<file path="src/hw/rtl/pidtip_pkg.sv">
// Shared types, codes and helpers for the turn-in-place PID step.
package pidtip_pkg;

  localparam int MagW     = 56;   // widest term magnitude (gain times operand)
  localparam int GainW    = 16;
  localparam int DivW     = 16;
  localparam int PowerW   = 48;
  localparam int QuotW    = 47;
  localparam int CntW     = 6;
  localparam int MulSteps = GainW;
  localparam int DivSteps = MagW;

  localparam logic [15:0] IntDivisor = 16'd3125;
  localparam logic [15:0] BandLimit  = 16'd50;
  localparam logic [15:0] SettleMs   = 16'd100;

  typedef enum logic [2:0] {
    REG_TARGET    = 3'd0,
    REG_INIT_DIFF = 3'd1,
    REG_GAIN_P    = 3'd2,
    REG_GAIN_I    = 3'd3,
    REG_GAIN_D    = 3'd4,
    REG_FF        = 3'd5
  } reg_idx_t;

  typedef enum logic [1:0] {
    TERM_P = 2'd0,
    TERM_I = 2'd1,
    TERM_D = 2'd2
  } term_t;

  typedef enum logic [2:0] {
    S_IDLE = 3'd0,
    S_PREP = 3'd1,
    S_UPD  = 3'd2,
    S_LOAD = 3'd3,
    S_MUL  = 3'd4,
    S_DIV  = 3'd5,
    S_ACC  = 3'd6,
    S_FIN  = 3'd7
  } state_t;

  typedef struct packed {
    logic signed [15:0] heading;
    logic [15:0]        time_ms;
    logic               first_sample;
  } in_t;

  typedef struct packed {
    logic signed [15:0] left_power;
    logic signed [15:0] right_power;
    logic               settled;
  } out_t;

  typedef struct packed {
    logic  load_in;
    logic  prep;
    logic  update;
    logic  term_load;
    term_t term;
    logic  mul_step;
    logic  div_step;
    logic  acc;
    logic  out_load;
  } cmd_t;

  typedef struct packed {
    logic skip;
    logic dt_zero;
    logic mul_last;
    logic div_last;
    logic out_busy;
  } status_t;

  function automatic logic signed [15:0] sat16(input logic signed [48:0] v);
    if (v > 49'sd32767) begin
      sat16 = 16'sh7fff;
    end else if (v < -49'sd32768) begin
      sat16 = 16'sh8000;
    end else begin
      sat16 = v[15:0];
    end
  endfunction

endpackage

</file>
<file path="src/hw/rtl/pidtip_ctrl.sv">
// Sequencer for the PID step: walks the shared multiply/divide unit over the three terms.
module pidtip_ctrl import pidtip_pkg::*; (
  input  logic    clk,
  input  logic    rst,
  input  logic    in_valid,
  output logic    in_ready,
  input  status_t status,
  output cmd_t    cmd
);

  state_t state, state_next;
  term_t  term, term_next;

  always_ff @(posedge clk) begin
    if (rst) begin
      state <= S_IDLE;
      term  <= TERM_P;
    end else begin
      state <= state_next;
      term  <= term_next;
    end
  end

  always_comb begin
    state_next = state;
    term_next  = term;
    cmd        = '0;
    cmd.term   = term;
    in_ready   = (state == S_IDLE);
    case (state)
      S_IDLE: begin
        if (in_valid) begin
          cmd.load_in = 1'b1;
          state_next  = S_PREP;
        end
      end
      S_PREP: begin
        cmd.prep   = 1'b1;
        state_next = S_UPD;
      end
      S_UPD: begin
        // a settled turn answers at once and holds its state
        if (status.skip) begin
          state_next = S_FIN;
        end else begin
          cmd.update = 1'b1;
          term_next  = TERM_P;
          state_next = S_LOAD;
        end
      end
      S_LOAD: begin
        cmd.term_load = 1'b1;
        state_next    = S_MUL;
      end
      S_MUL: begin
        cmd.mul_step = 1'b1;
        if (status.mul_last) state_next = S_DIV;
      end
      S_DIV: begin
        cmd.div_step = 1'b1;
        if (status.div_last) state_next = S_ACC;
      end
      S_ACC: begin
        cmd.acc = 1'b1;
        case (term)
          TERM_P: begin
            term_next  = TERM_I;
            state_next = S_LOAD;
          end
          TERM_I: begin
            // no derivative when no time has passed
            if (status.dt_zero) begin
              state_next = S_FIN;
            end else begin
              term_next  = TERM_D;
              state_next = S_LOAD;
            end
          end
          default: state_next = S_FIN;
        endcase
      end
      S_FIN: begin
        if (!status.out_busy) begin
          cmd.out_load = 1'b1;
          state_next   = S_IDLE;
        end
      end
      default: state_next = S_IDLE;
    endcase
  end

`ifndef SYNTHESIS
  a_accept_prep: assert property (@(posedge clk) disable iff (rst)
    in_valid && in_ready |=> state == S_PREP)
    else $error("accepted request did not start preparation");

  a_fin_idle: assert property (@(posedge clk) disable iff (rst)
    state == S_FIN && !status.out_busy |=> state == S_IDLE)
    else $error("result load did not return to idle");

  a_one_step: assert property (@(posedge clk) disable iff (rst)
    !(cmd.mul_step && cmd.div_step))
    else $error("multiply and divide step issued together");

  a_term_range: assert property (@(posedge clk) disable iff (rst)
    state == S_MUL |-> (term == TERM_P || term == TERM_I || term == TERM_D))
    else $error("term index out of range while multiplying");
`endif

endmodule

</file>
<file path="src/hw/rtl/pidtip_dp.sv">
// Datapath: configuration, loop state, shift-add multiplier, restoring divider, output register.
module pidtip_dp import pidtip_pkg::*; (
  input  logic        clk,
  input  logic        rst,
  input  logic        cfg_wr_en,
  input  logic [2:0]  cfg_addr,
  input  logic [15:0] cfg_wdata,
  input  in_t         in_data,
  input  cmd_t        cmd,
  output status_t     status,
  output logic        out_valid,
  input  logic        out_ready,
  output out_t        out_data
);

  logic signed [15:0] target_angle;
  logic [14:0]        initial_difference;
  logic [15:0]        gain_p, gain_i, gain_d;
  logic [14:0]        feedforward;

  always_ff @(posedge clk) begin
    if (rst) begin
      target_angle       <= '0;
      initial_difference <= 15'd18000;
      gain_p             <= '0;
      gain_i             <= '0;
      gain_d             <= '0;
      feedforward        <= '0;
    end else if (cfg_wr_en) begin
      case (reg_idx_t'(cfg_addr))
        REG_TARGET:    target_angle       <= cfg_wdata;
        REG_INIT_DIFF: initial_difference <= cfg_wdata[14:0];
        REG_GAIN_P:    gain_p             <= cfg_wdata;
        REG_GAIN_I:    gain_i             <= cfg_wdata;
        REG_GAIN_D:    gain_d             <= cfg_wdata;
        REG_FF:        feedforward        <= cfg_wdata[14:0];
        default: ;
      endcase
    end
  end

  // loop state
  logic signed [15:0] prev_err;
  logic [15:0]        prev_time;
  logic signed [39:0] isum;
  logic               in_band;
  logic [15:0]        band_entry;
  logic               done;

  // sample registers
  in_t                smp;
  logic signed [15:0] e_reg, pe_reg;
  logic [15:0]        dt_reg;
  logic signed [33:0] iprod;
  logic               skip;

  // wrap heading - target to [-18000, 18000)
  logic signed [16:0] diff;
  logic [18:0]        m0, m1;
  logic signed [15:0] e_comb;
  always_comb begin
    diff = 17'(smp.heading) - 17'(target_angle);
    m0   = 19'(signed'(diff) + 19'sd72000);
    if (m0 >= 19'd108000)     m1 = m0 - 19'd108000;
    else if (m0 >= 19'd72000) m1 = m0 - 19'd72000;
    else if (m0 >= 19'd36000) m1 = m0 - 19'd36000;
    else                      m1 = m0;
    e_comb = (m1 >= 19'd18000) ? 16'(m1 - 19'd36000) : m1[15:0];
  end

  logic signed [15:0] pe_comb;
  logic [15:0]        dt_comb;
  logic signed [16:0] esum;
  assign pe_comb = smp.first_sample ? e_comb : prev_err;
  assign dt_comb = smp.time_ms - (smp.first_sample ? 16'd0 : prev_time);
  assign esum    = 17'(e_comb) + 17'(pe_comb);

  // integral update with saturation
  logic signed [40:0] isum_add;
  logic signed [39:0] isum_sat;
  always_comb begin
    isum_add = (smp.first_sample ? 41'sd0 : 41'(isum)) + 41'(iprod);
    if (isum_add > 41'sh7f_ffff_ffff)       isum_sat = 40'sh7f_ffff_ffff;
    else if (isum_add < -41'sh80_0000_0000) isum_sat = 40'sh80_0000_0000;
    else                                    isum_sat = isum_add[39:0];
  end

  logic        band_now, band_was;
  logic [15:0] band_age;
  assign band_now = (e_reg < signed'(BandLimit)) && (e_reg > -signed'(BandLimit));
  assign band_was = smp.first_sample ? 1'b0 : in_band;
  assign band_age = smp.time_ms - band_entry;

  always_ff @(posedge clk) begin
    if (rst) begin
      prev_err   <= '0;
      prev_time  <= '0;
      isum       <= '0;
      in_band    <= 1'b0;
      band_entry <= '0;
      done       <= 1'b0;
    end else if (cmd.update) begin
      isum      <= isum_sat;
      prev_time <= smp.time_ms;
      prev_err  <= e_reg;
      done      <= smp.first_sample ? 1'b0 : done;
      if (band_now) begin
        in_band <= 1'b1;
        if (!band_was) begin
          band_entry <= smp.time_ms;
        end else if (band_age >= SettleMs) begin
          done <= 1'b1;
        end
      end else begin
        in_band <= 1'b0;
      end
    end
  end

  always_ff @(posedge clk) begin
    if (cmd.load_in) smp <= in_data;
    if (cmd.prep) begin
      e_reg  <= e_comb;
      pe_reg <= pe_comb;
      dt_reg <= dt_comb;
      iprod  <= 34'(esum) * signed'({1'b0, dt_comb});
      skip   <= done && !smp.first_sample;
    end
  end

  // term operands
  logic [15:0]        e_mag;
  logic signed [40:0] isum_ext;
  logic [40:0]        isum_mag;
  logic signed [16:0] de;
  logic [16:0]        de_mag;
  logic [MagW-1:0]    mag_sel;
  logic [GainW-1:0]   gain_sel;
  logic [DivW-1:0]    div_sel;
  logic               sgn_sel;
  always_comb begin
    e_mag    = e_reg[15] ? 16'(-e_reg) : e_reg;
    isum_ext = 41'(isum);
    isum_mag = isum_ext[40] ? 41'(-isum_ext) : isum_ext;
    de       = 17'(e_reg) - 17'(pe_reg);
    de_mag   = de[16] ? 17'(-de) : de;
    case (cmd.term)
      TERM_P: begin
        mag_sel  = MagW'(e_mag) << 7;
        gain_sel = gain_p;
        div_sel  = (initial_difference == '0) ? DivW'(1) : DivW'(initial_difference);
        sgn_sel  = e_reg[15];
      end
      TERM_I: begin
        mag_sel  = MagW'(isum_mag) << 1;
        gain_sel = gain_i;
        div_sel  = IntDivisor;
        sgn_sel  = isum[39];
      end
      default: begin
        mag_sel  = (MagW'(de_mag) << 10) + (MagW'(de_mag) << 8);
        gain_sel = gain_d;
        div_sel  = dt_reg;
        sgn_sel  = de[16];
      end
    endcase
  end

  // shared shift-add multiplier, then restoring divider on the same accumulator
  logic [MagW-1:0]  mag, acc;
  logic [GainW-1:0] gsh;
  logic [DivW-1:0]  divr, rem;
  logic             sgn;
  logic [CntW-1:0]  cnt;
  logic [DivW:0]    trial;
  logic             fits;
  logic             mul_last, div_last;

  assign mul_last = (cnt == CntW'(MulSteps - 1));
  assign div_last = (cnt == CntW'(DivSteps - 1));
  assign trial    = {rem, acc[MagW-1]};
  assign fits     = trial >= {1'b0, divr};

  always_ff @(posedge clk) begin
    if (rst) begin
      cnt <= '0;
    end else if (cmd.term_load) begin
      cnt <= '0;
    end else if (cmd.mul_step) begin
      cnt <= mul_last ? '0 : cnt + 1'b1;
    end else if (cmd.div_step) begin
      cnt <= cnt + 1'b1;
    end
  end

  always_ff @(posedge clk) begin
    if (cmd.term_load) begin
      mag  <= mag_sel;
      gsh  <= gain_sel;
      divr <= div_sel;
      sgn  <= sgn_sel;
      acc  <= '0;
      rem  <= '0;
    end else if (cmd.mul_step) begin
      acc <= (acc << 1) + (gsh[GainW-1] ? mag : '0);
      gsh <= gsh << 1;
    end else if (cmd.div_step) begin
      rem <= fits ? DivW'(trial - {1'b0, divr}) : trial[DivW-1:0];
      acc <= {acc[MagW-2:0], fits};
    end
  end

  logic signed [PowerW-1:0] power, term_val;
  assign term_val = sgn ? -PowerW'(acc[QuotW-1:0]) : PowerW'(acc[QuotW-1:0]);

  always_ff @(posedge clk) begin
    if (cmd.update)   power <= '0;
    else if (cmd.acc) power <= power + term_val;
  end

  // wheel drive with feedforward pushed along the power
  logic signed [48:0] p49, ff49, l49, r49;
  always_comb begin
    p49  = 49'(power);
    ff49 = 49'(signed'({1'b0, feedforward}));
    if (p49 > 49'sd0) begin
      r49 = p49 + ff49;
      l49 = -r49;
    end else begin
      l49 = ff49 - p49;
      r49 = p49 - ff49;
    end
  end

  always_ff @(posedge clk) begin
    if (rst) begin
      out_valid <= 1'b0;
    end else if (cmd.out_load) begin
      out_valid <= 1'b1;
    end else if (out_ready) begin
      out_valid <= 1'b0;
    end
  end

  always_ff @(posedge clk) begin
    if (cmd.out_load) begin
      out_data.left_power  <= done ? 16'sd0 : sat16(l49);
      out_data.right_power <= done ? 16'sd0 : sat16(r49);
      out_data.settled     <= done;
    end
  end

  assign status.skip     = skip;
  assign status.dt_zero  = (dt_reg == '0);
  assign status.mul_last = mul_last;
  assign status.div_last = div_last;
  assign status.out_busy = out_valid && !out_ready;

endmodule

</file>
<file path="src/hw/rtl/pid_turn_in_place_step_top.sv">
// Top level of the turn-in-place PID step: sequencer plus datapath.
//
// Input channel in_valid/in_ready/in_data carries one heading request: the
// heading in centidegrees, a millisecond time stamp and a first-sample flag
// that starts a new turn. Output channel out_valid/out_ready/out_data returns
// one result per request: left and right wheel drive in Q1.15 and a settled
// flag. The user must write registers through cfg_wr_en/cfg_addr/cfg_wdata
// only while idle; the block itself does not enforce this.
// A request runs from acceptance through error, time step and integral
// update, then three terms on one shared unit (load, 16 shift-add steps by
// the gain, 56 restoring divide steps, accumulate), then the wheel mix into
// the output register. The derivative term is left out when no time has
// passed, and a settled turn skips the terms and answers at once. The next
// request can be taken in the same cycle as the result appears in the
// output register, but none while one is in progress; a stalled receiver
// holds that register and the block waits before loading the following
// result. Reset (rst, synchronous) clears the loop state and restores
// default registers; it takes effect on the next edge.
module pid_turn_in_place_step_top import pidtip_pkg::*; (
  input  logic        clk,
  input  logic        rst,
  input  logic        cfg_wr_en,
  input  logic [2:0]  cfg_addr,
  input  logic [15:0] cfg_wdata,
  input  logic        in_valid,
  output logic        in_ready,
  input  in_t         in_data,
  output logic        out_valid,
  input  logic        out_ready,
  output out_t        out_data
);

  cmd_t    cmd;
  status_t status;

  pidtip_ctrl u_ctrl (
    .clk      (clk),
    .rst      (rst),
    .in_valid (in_valid),
    .in_ready (in_ready),
    .status   (status),
    .cmd      (cmd)
  );

  pidtip_dp u_dp (
    .clk       (clk),
    .rst       (rst),
    .cfg_wr_en (cfg_wr_en),
    .cfg_addr  (cfg_addr),
    .cfg_wdata (cfg_wdata),
    .in_data   (in_data),
    .cmd       (cmd),
    .status    (status),
    .out_valid (out_valid),
    .out_ready (out_ready),
    .out_data  (out_data)
  );

endmodule
</file>
<file path="config.mk">
export PLATFORM = sky130hd
export DESIGN_NAME = pid_turn_in_place_step_top
export DESIGN_NICKNAME = d
export VERILOG_FILES = /design/src/hw/rtl/pidtip_pkg.sv /design/src/hw/rtl/pidtip_ctrl.sv /design/src/hw/rtl/pidtip_dp.sv /design/src/hw/rtl/pid_turn_in_place_step_top.sv
export SDC_FILE = /design/constraint.sdc
export NUM_CORES = 2
export LEC_CHECK = 0
export ABC_AREA = 1
export BUFFER_PORTS_ARGS = -buffer_cell sky130_fd_sc_hd__buf_2
export CORE_MARGIN = 2
export CORE_UTILIZATION = 25
export DETAILED_ROUTE_END_ITERATION = 12
export HOLD_SLACK_MARGIN = 0.08
export SLEW_MARGIN = 15
export SYNTH_ARGS = -nofsm -noshare
export SYNTH_HDL_FRONTEND = slang
export SYNTH_SLANG_ARGS = --single-unit
</file>
<file path="constraint.sdc">
create_clock -name clk -period 12.61 [get_ports clk]
set_clock_uncertainty 0.05 [all_clocks]
set_input_delay 2.522 -clock clk [delete_from_list [all_inputs] [get_ports clk]]
set_output_delay 2.522 -clock clk [all_outputs]
set_load 0.01 [all_outputs]
</file>
Word-level counts from Yosys, hierarchy flattened
Index checks and enable logic that the tools add are counted.

Register bits after elaboration: 554. Input port bits: 57. Output and inout port bits: 35. Word-level logic and storage cells: 191.

Add/subtract/negate cells: 24. Multipliers: 1. $lt $le $gt $ge: 15. Eq/ne operators: 22. Multiplexer cells: 64. Bitwise gates (word level): 2. Reduce and logical (&&, ||, !) cells: 27.

Operators with widths (count): $mux 56 (3); $mux 16 (9); $pmux 56 s2 (1); $gt 49x16->1 const B (2); $lt 49x16->1 const B (2); $mux 49 (2); $mux 41 (2); $mux 40 (2); $pmux 16 s2 (2); $mux 19 (3); $add 56x56->56 (1); $add 48x16->49 (1); $neg 49->49 (1); $sub 16x48->49 (1); $sub 48x16->49 (1); $add 48x48->48 (1); $gt 48x1->1 const B (1); $mux 48 (1); $neg 47->48 (1); $sub 16x16->16 (3); $mux 15 (3); $add 41x34->41 (1); $gt 41x40->1 const B (1); $lt 41x40->1 const B (1); other kinds (49) (109).

Depth between registers and ports, before layout
Depth in word-level cells: 11. Gate-level depth with buffers: 82. Mapped depth without buffers: 81.

Hierarchy
Synthesis repeated with hierarchy kept, for this count alone.

Cells, all modules: 8549. Area total of the unflattened synthesis: 57936.8 µm².

By module, submodules not included: pidtip_dp (instances 1, cells each 8477, area an instance 57465.1 µm², sequential area each 12922.4 µm²); pidtip_ctrl (instances 1, cells each 72, area an instance 471.7 µm², sequential area each 100.1 µm²).

Worst setup path before layout
No wires, ideal clock.

Kind: register to register. Start: reg u_dp.smp[20] (netlist bit). End: reg u_dp.iprod[32], data pin. Setup time: 252 ps. Arrival: 11017 ps. Path slack: 1291 ps. Stages on the path, launching flop included: 71. Period minus slack after synthesis: 11319 ps. Cell sequence: edfxtp_1 > ha_1 > ha_1 > a21oi_1 > nand2_1 > nand2_1 > nand2_1 > xor2_1 > inv_1 > ha_1 > inv_1 > nand2_1 > nand3_1 > nand2_1 > inv_1 > nand3_1 > nand3_4 > buf_6 > [35 not listed] > fa_1 > fa_1 > fa_1 > ha_1 > a21oi_1 > o21ai_0 > a21oi_1 > o21ai_0 > a21boi_0 > o21bai_1 > a31oi_1 > o21ai_0 > a21boi_0 > o21ai_0 > nand2_1 > nand2_1 > nand2_1 > nand2_1.

Longest elaborated chain between the ends: 11. Elaborated cells between the ends (all ways): 17. Those cells by class: add/sub: 7; mul: 1; order compare: 4; mux: 5.

RTL lines: start: declaration (line pidtip_dp.sv:51) `in_t smp;`; start signal: assignment (line pidtip_dp.sv:121) `if (cmd.load_in) smp <= in_data;`; $sub 16x16->17 * (line pidtip_dp.sv:62) `diff = 17'(smp.heading) - 17'(target_angle);`; $add 17x18->19 * (line pidtip_dp.sv:63) `m0 = 19'(signed'(diff) + 19'sd72000);`; $sub 19x16->19 / $ge 19x16->1 (equally long branches) (line pidtip_dp.sv:66) `else if (m0 >= 19'd36000) m1 = m0 - 19'd36000;`; $mux 19 (line pidtip_dp.sv:66); $mux 19 (line pidtip_dp.sv:65) `else if (m0 >= 19'd72000) m1 = m0 - 19'd72000;`; $mux 19 * (line pidtip_dp.sv:64) `if (m0 >= 19'd108000) m1 = m0 - 19'd108000;`; $sub 16x16->16 / $ge 19x15->1 (equally long branches) (line pidtip_dp.sv:68) `e_comb = (m1 >= 19'd18000) ? 16'(m1 - 19'd36000) : m1[15:0];`; $mux 16 * (line pidtip_dp.sv:68); named net u_dp.e_comb[5] (line pidtip_dp.sv:60) `logic signed [15:0] e_comb;`; $mux 16 (line pidtip_dp.sv:74) `assign pe_comb = smp.first_sample ? e_comb : prev_err;`; $add 16x16->17 * (line pidtip_dp.sv:76) `assign esum = 17'(e_comb) + 17'(pe_comb);`; $mul 17x17->34 * (line pidtip_dp.sv:126) `iprod <= 34'(esum) * signed'({1'b0, dt_comb});`; end signal: assignment (line pidtip_dp.sv:126); end: declaration (line pidtip_dp.sv:54) `logic signed [33:0] iprod;`.

The timed path passes the listed nets; every way through them passes the cells marked *. A chain may end at the register's enable or synchronous reset.

Worst setup path after layout
Start: reg u_dp.smp[18] (netlist bit). End: reg u_dp.iprod[32], data pin.

Same word-level chain as after synthesis.

==> metrics.md <==
| Metric | Value |
|---|---|
| Outcome | `completed` |
| Setup-failing EPs final | `0` |
| Starting density of the core | `0.251` |
| Async S/R FF share, synth | `0` |
| Final period util | `0.924` |
| Max Root-Sink Buffers | `3` |
| Top flop regs | `u_dp.acc: 56 flops, u_dp.power: 48 flops, u_dp.mag: 41 flops` |
| Hpwl dp | `151 mm` |
| # port buffers | `91` |
| Max Slew Vio Count | `0` |
| Initial antenna violation count | `1` |
| Vias in the first global route | `52,854` |
| Critical path's slowest cell | `fa_1` |
| Pin count of the biggest net entering global routing | `142` |
| Top_reg_cell synth | `dfxtp_1` |
| First-pass GRT wire length | `296 mm` |
| Final Hold Viols | `0` |
| Clock slew at reported path FFs | `0.06 ns` |
| Largest register FFs | `56` |
| Critical Path RT | `13.00 ns` |
| Post-DR wirelength/cell | `16.4 um` |
| Min Tclk post-route | `11.65 ns` |
| Layout cells sized above 1 | `0.0620` |
| Max-Cap Viols | `0` |
| Cts hold-fix bufs | `0` |
| DRC | `0` |
| Crit-path max FO | `16` |
| # nets final | `9,210` |
| H-tree levels | `3` |
| Routability Congestion | `0.980` |
| Biggest register | `u_dp.acc` |
| Worst Path Buf+Inv | `11` |
| Filler cells | `25,437` |
| Worst skew pair latency | `0.70 ns` |
| Measured slew at the worst slew-check pin | `1.08 ns` |
| WL final | `189 mm` |
| Largest cells by area after synthesis | `edfxtp_1 (12%), nand2_1 (12%), dfxtp_1 (11%)` |
| Placed Cells | `11,418` |
| Slew Limit Headroom | `0.279` |
| EDFF count, synth | `223` |
| Max Clk Rate | `85.8 MHz` |
| Vias/cell | `4.71` |
| I/O Pins | `92` |
| DIE HEIGHT | `484 um` |
| CP delay by family, top | `adder cells` |
| Crit end category | `flip-flop` |
| Final core utilization | `0.278` |
| RSZ-0062 raised after global routing | `yes` |
| Die area | `0.234 mm2` |
| Num rows | `176` |
| Layout area overhead | `10.9%` |
| Type of the worst setup path | `reg2reg` |
| Area taken by multi-input logic gates | `0.0382 mm2` |
| WP data arrival | `12.04 ns` |
| Vias | `54,369` |
| Die X | `484 um` |
| Total GRT Usage | `0.158` |
| CP startpoint kind | `flip-flop` |
| Synth Warn # | `0` |
| Worst hold path type | `reg2reg` |
| CP dominant cell by count | `nand2_1` |
| Mapped Nets | `9,204` |
| Netlist cell types | `74` |
| Netlist Area Pre-Place | `0.0575 mm2` |
| Iter 0 DRT Violations | `4,352` |
| Total gr overflow | `0` |
| Finished Layout Cells | `11,545` |
| Inserted Clock Buffers | `67` |
| CTS tree | `built` |
| Biggest area consumer among synthesized cells | `edfxtp_1` |
| Clk root buf | `clkbuf_16` |
| Sequential area share after synthesis | `0.227` |
| Area of the core | `0.229 mm2` |
| Syn Area/Cell | `6.80 um2` |
| Hold_ws | `0.399 ns` |
| Yosys reg bits | `539` |
| Register area | `0.0130 mm2` |
| Gate Count Post-Synth | `8,458` |
| Yosys top cell area share | `0.116` |
| TritonCTS Sinks | `539` |
| 1st-pass router iterations | `6` |
| Antenna viol nets, final | `0` |
| Setup TNS Final | `0 ns` |
| Critical Path Max Stage Delay | `0.53 ns` |
==> timing repair <==
item	4_1_cts	5_1_grt
setup endpoints to repair	0	10
buffers inserted	0	2
hold endpoints to repair	0	0
resized for setup	0	28
==> synth_stat cells, types with 19 or more instances <==
library cell and number:
a211oi_1 45, a21oi_1 618, a21oi_2 19, a31oi_1 69, buf_2 31, clkbuf_1 165
dfxtp_1 316, edfxtp_1 223, fa_1 286, ha_1 403, inv_1 1354, inv_2 32
nand2_1 1776, nand2_2 58, nand3_1 389, nand4_1 105, nor2_1 1070, nor2_2 24
nor3_1 118, nor4_1 41, o211ai_1 62, o21a_1 24, o21ai_0 524, o21ai_1 26
o21bai_1 23, or2_2 30, xnor2_1 101, xor2_1 259
==> cell usage in the layout, fill, tap and decap left out, types with 115 or more instances in the layout <==
master | netlist | final
nand3_1 | 389 | 388
nand2_1 | 1776 | 1771
inv_1 | 1354 | 1350
ha_1 | 403 | 403
a21oi_1 | 618 | 616
o21ai_0 | 524 | 517
nor2_1 | 1070 | 1065
edfxtp_1 | 223 | 223
fa_1 | 286 | 286
nor3_1 | 118 | 115
xor2_1 | 259 | 258
dfxtp_1 | 316 | 316
==> cell families after synthesis <==
logic type / synth area share
other cells: 0.0000652
buf+inv: 0.111
fa+ha+maj: 0.187
flops: 0.227
compound gates: 0.148
simple gates: 0.271
xor+xnor: 0.0554
==> path summary, 6_finish.rpt <==
path / from / endpoint / slack, ns / cells past startpoint
min: u_dp.band_entry[0]$_SDFFE_PP0P_ / u_dp.band_entry[0]$_SDFFE_PP0P_ / 0.40 / 2
max: u_dp.smp[18]$_DFFE_PP_ / u_dp.iprod[32]$_DFFE_PP_ / 0.96 / 71
max reg2reg: u_dp.smp[18]$_DFFE_PP_ / u_dp.iprod[32]$_DFFE_PP_ / 0.96 / 71
min reg2reg: u_dp.band_entry[0]$_SDFFE_PP0P_ / u_dp.band_entry[0]$_SDFFE_PP0P_ / 0.40 / 2
==> layout make-up <==
cell class                      count  share of cell area
Tap cell                         3026              0.0594
Clock buffer                       98              0.0315
Antenna cell                        1           0.0000393
Timing Repair Buffer              176              0.0174
Sequential cell                   539               0.204
Clock inverter                     25             0.00491
Multi-Input combinational cell   6276               0.600
Inverter                         1404              0.0828
==> worst reg2reg max path: cells and delay by family (launching register included) <==
kind | cells | cell delay [ns]
flops | 1 | 0.38
fa+ha+maj | 13 | 4.88
simple gates | 35 | 3.49
compound gates | 12 | 1.73
buf+inv | 11 | 0.88
==> metrics by stage <==
stage	setup slack, ns	instance area (um2)
finish	0.960	63700
CTS	0.297	63600
floorplan	1.29	57500
global placement	0.380	61300
global route	-0.112	63700
detailed placement	0.336	61300
==> routing by layer <==
| layer | up-vias | global-route usage | wire length [um] | share of wire |
|---|---|---|---|---|
| li1 | 27298 | - | - | - |
| met2 | 1638 | 0.260 | 85400 | 0.45 |
| met3 | 304 | 0.0212 | 11600 | 0.061 |
| met4 | 0 | 0.0531 | 6470 | 0.034 |
| met5 | - | 0 | 0 | 0 |
| met1 | 25129 | 0.213 | 85400 | 0.45 |
Power is not shown: default switching activity piles up to over one toggle a cycle in this logic, so the estimate is an artifact.
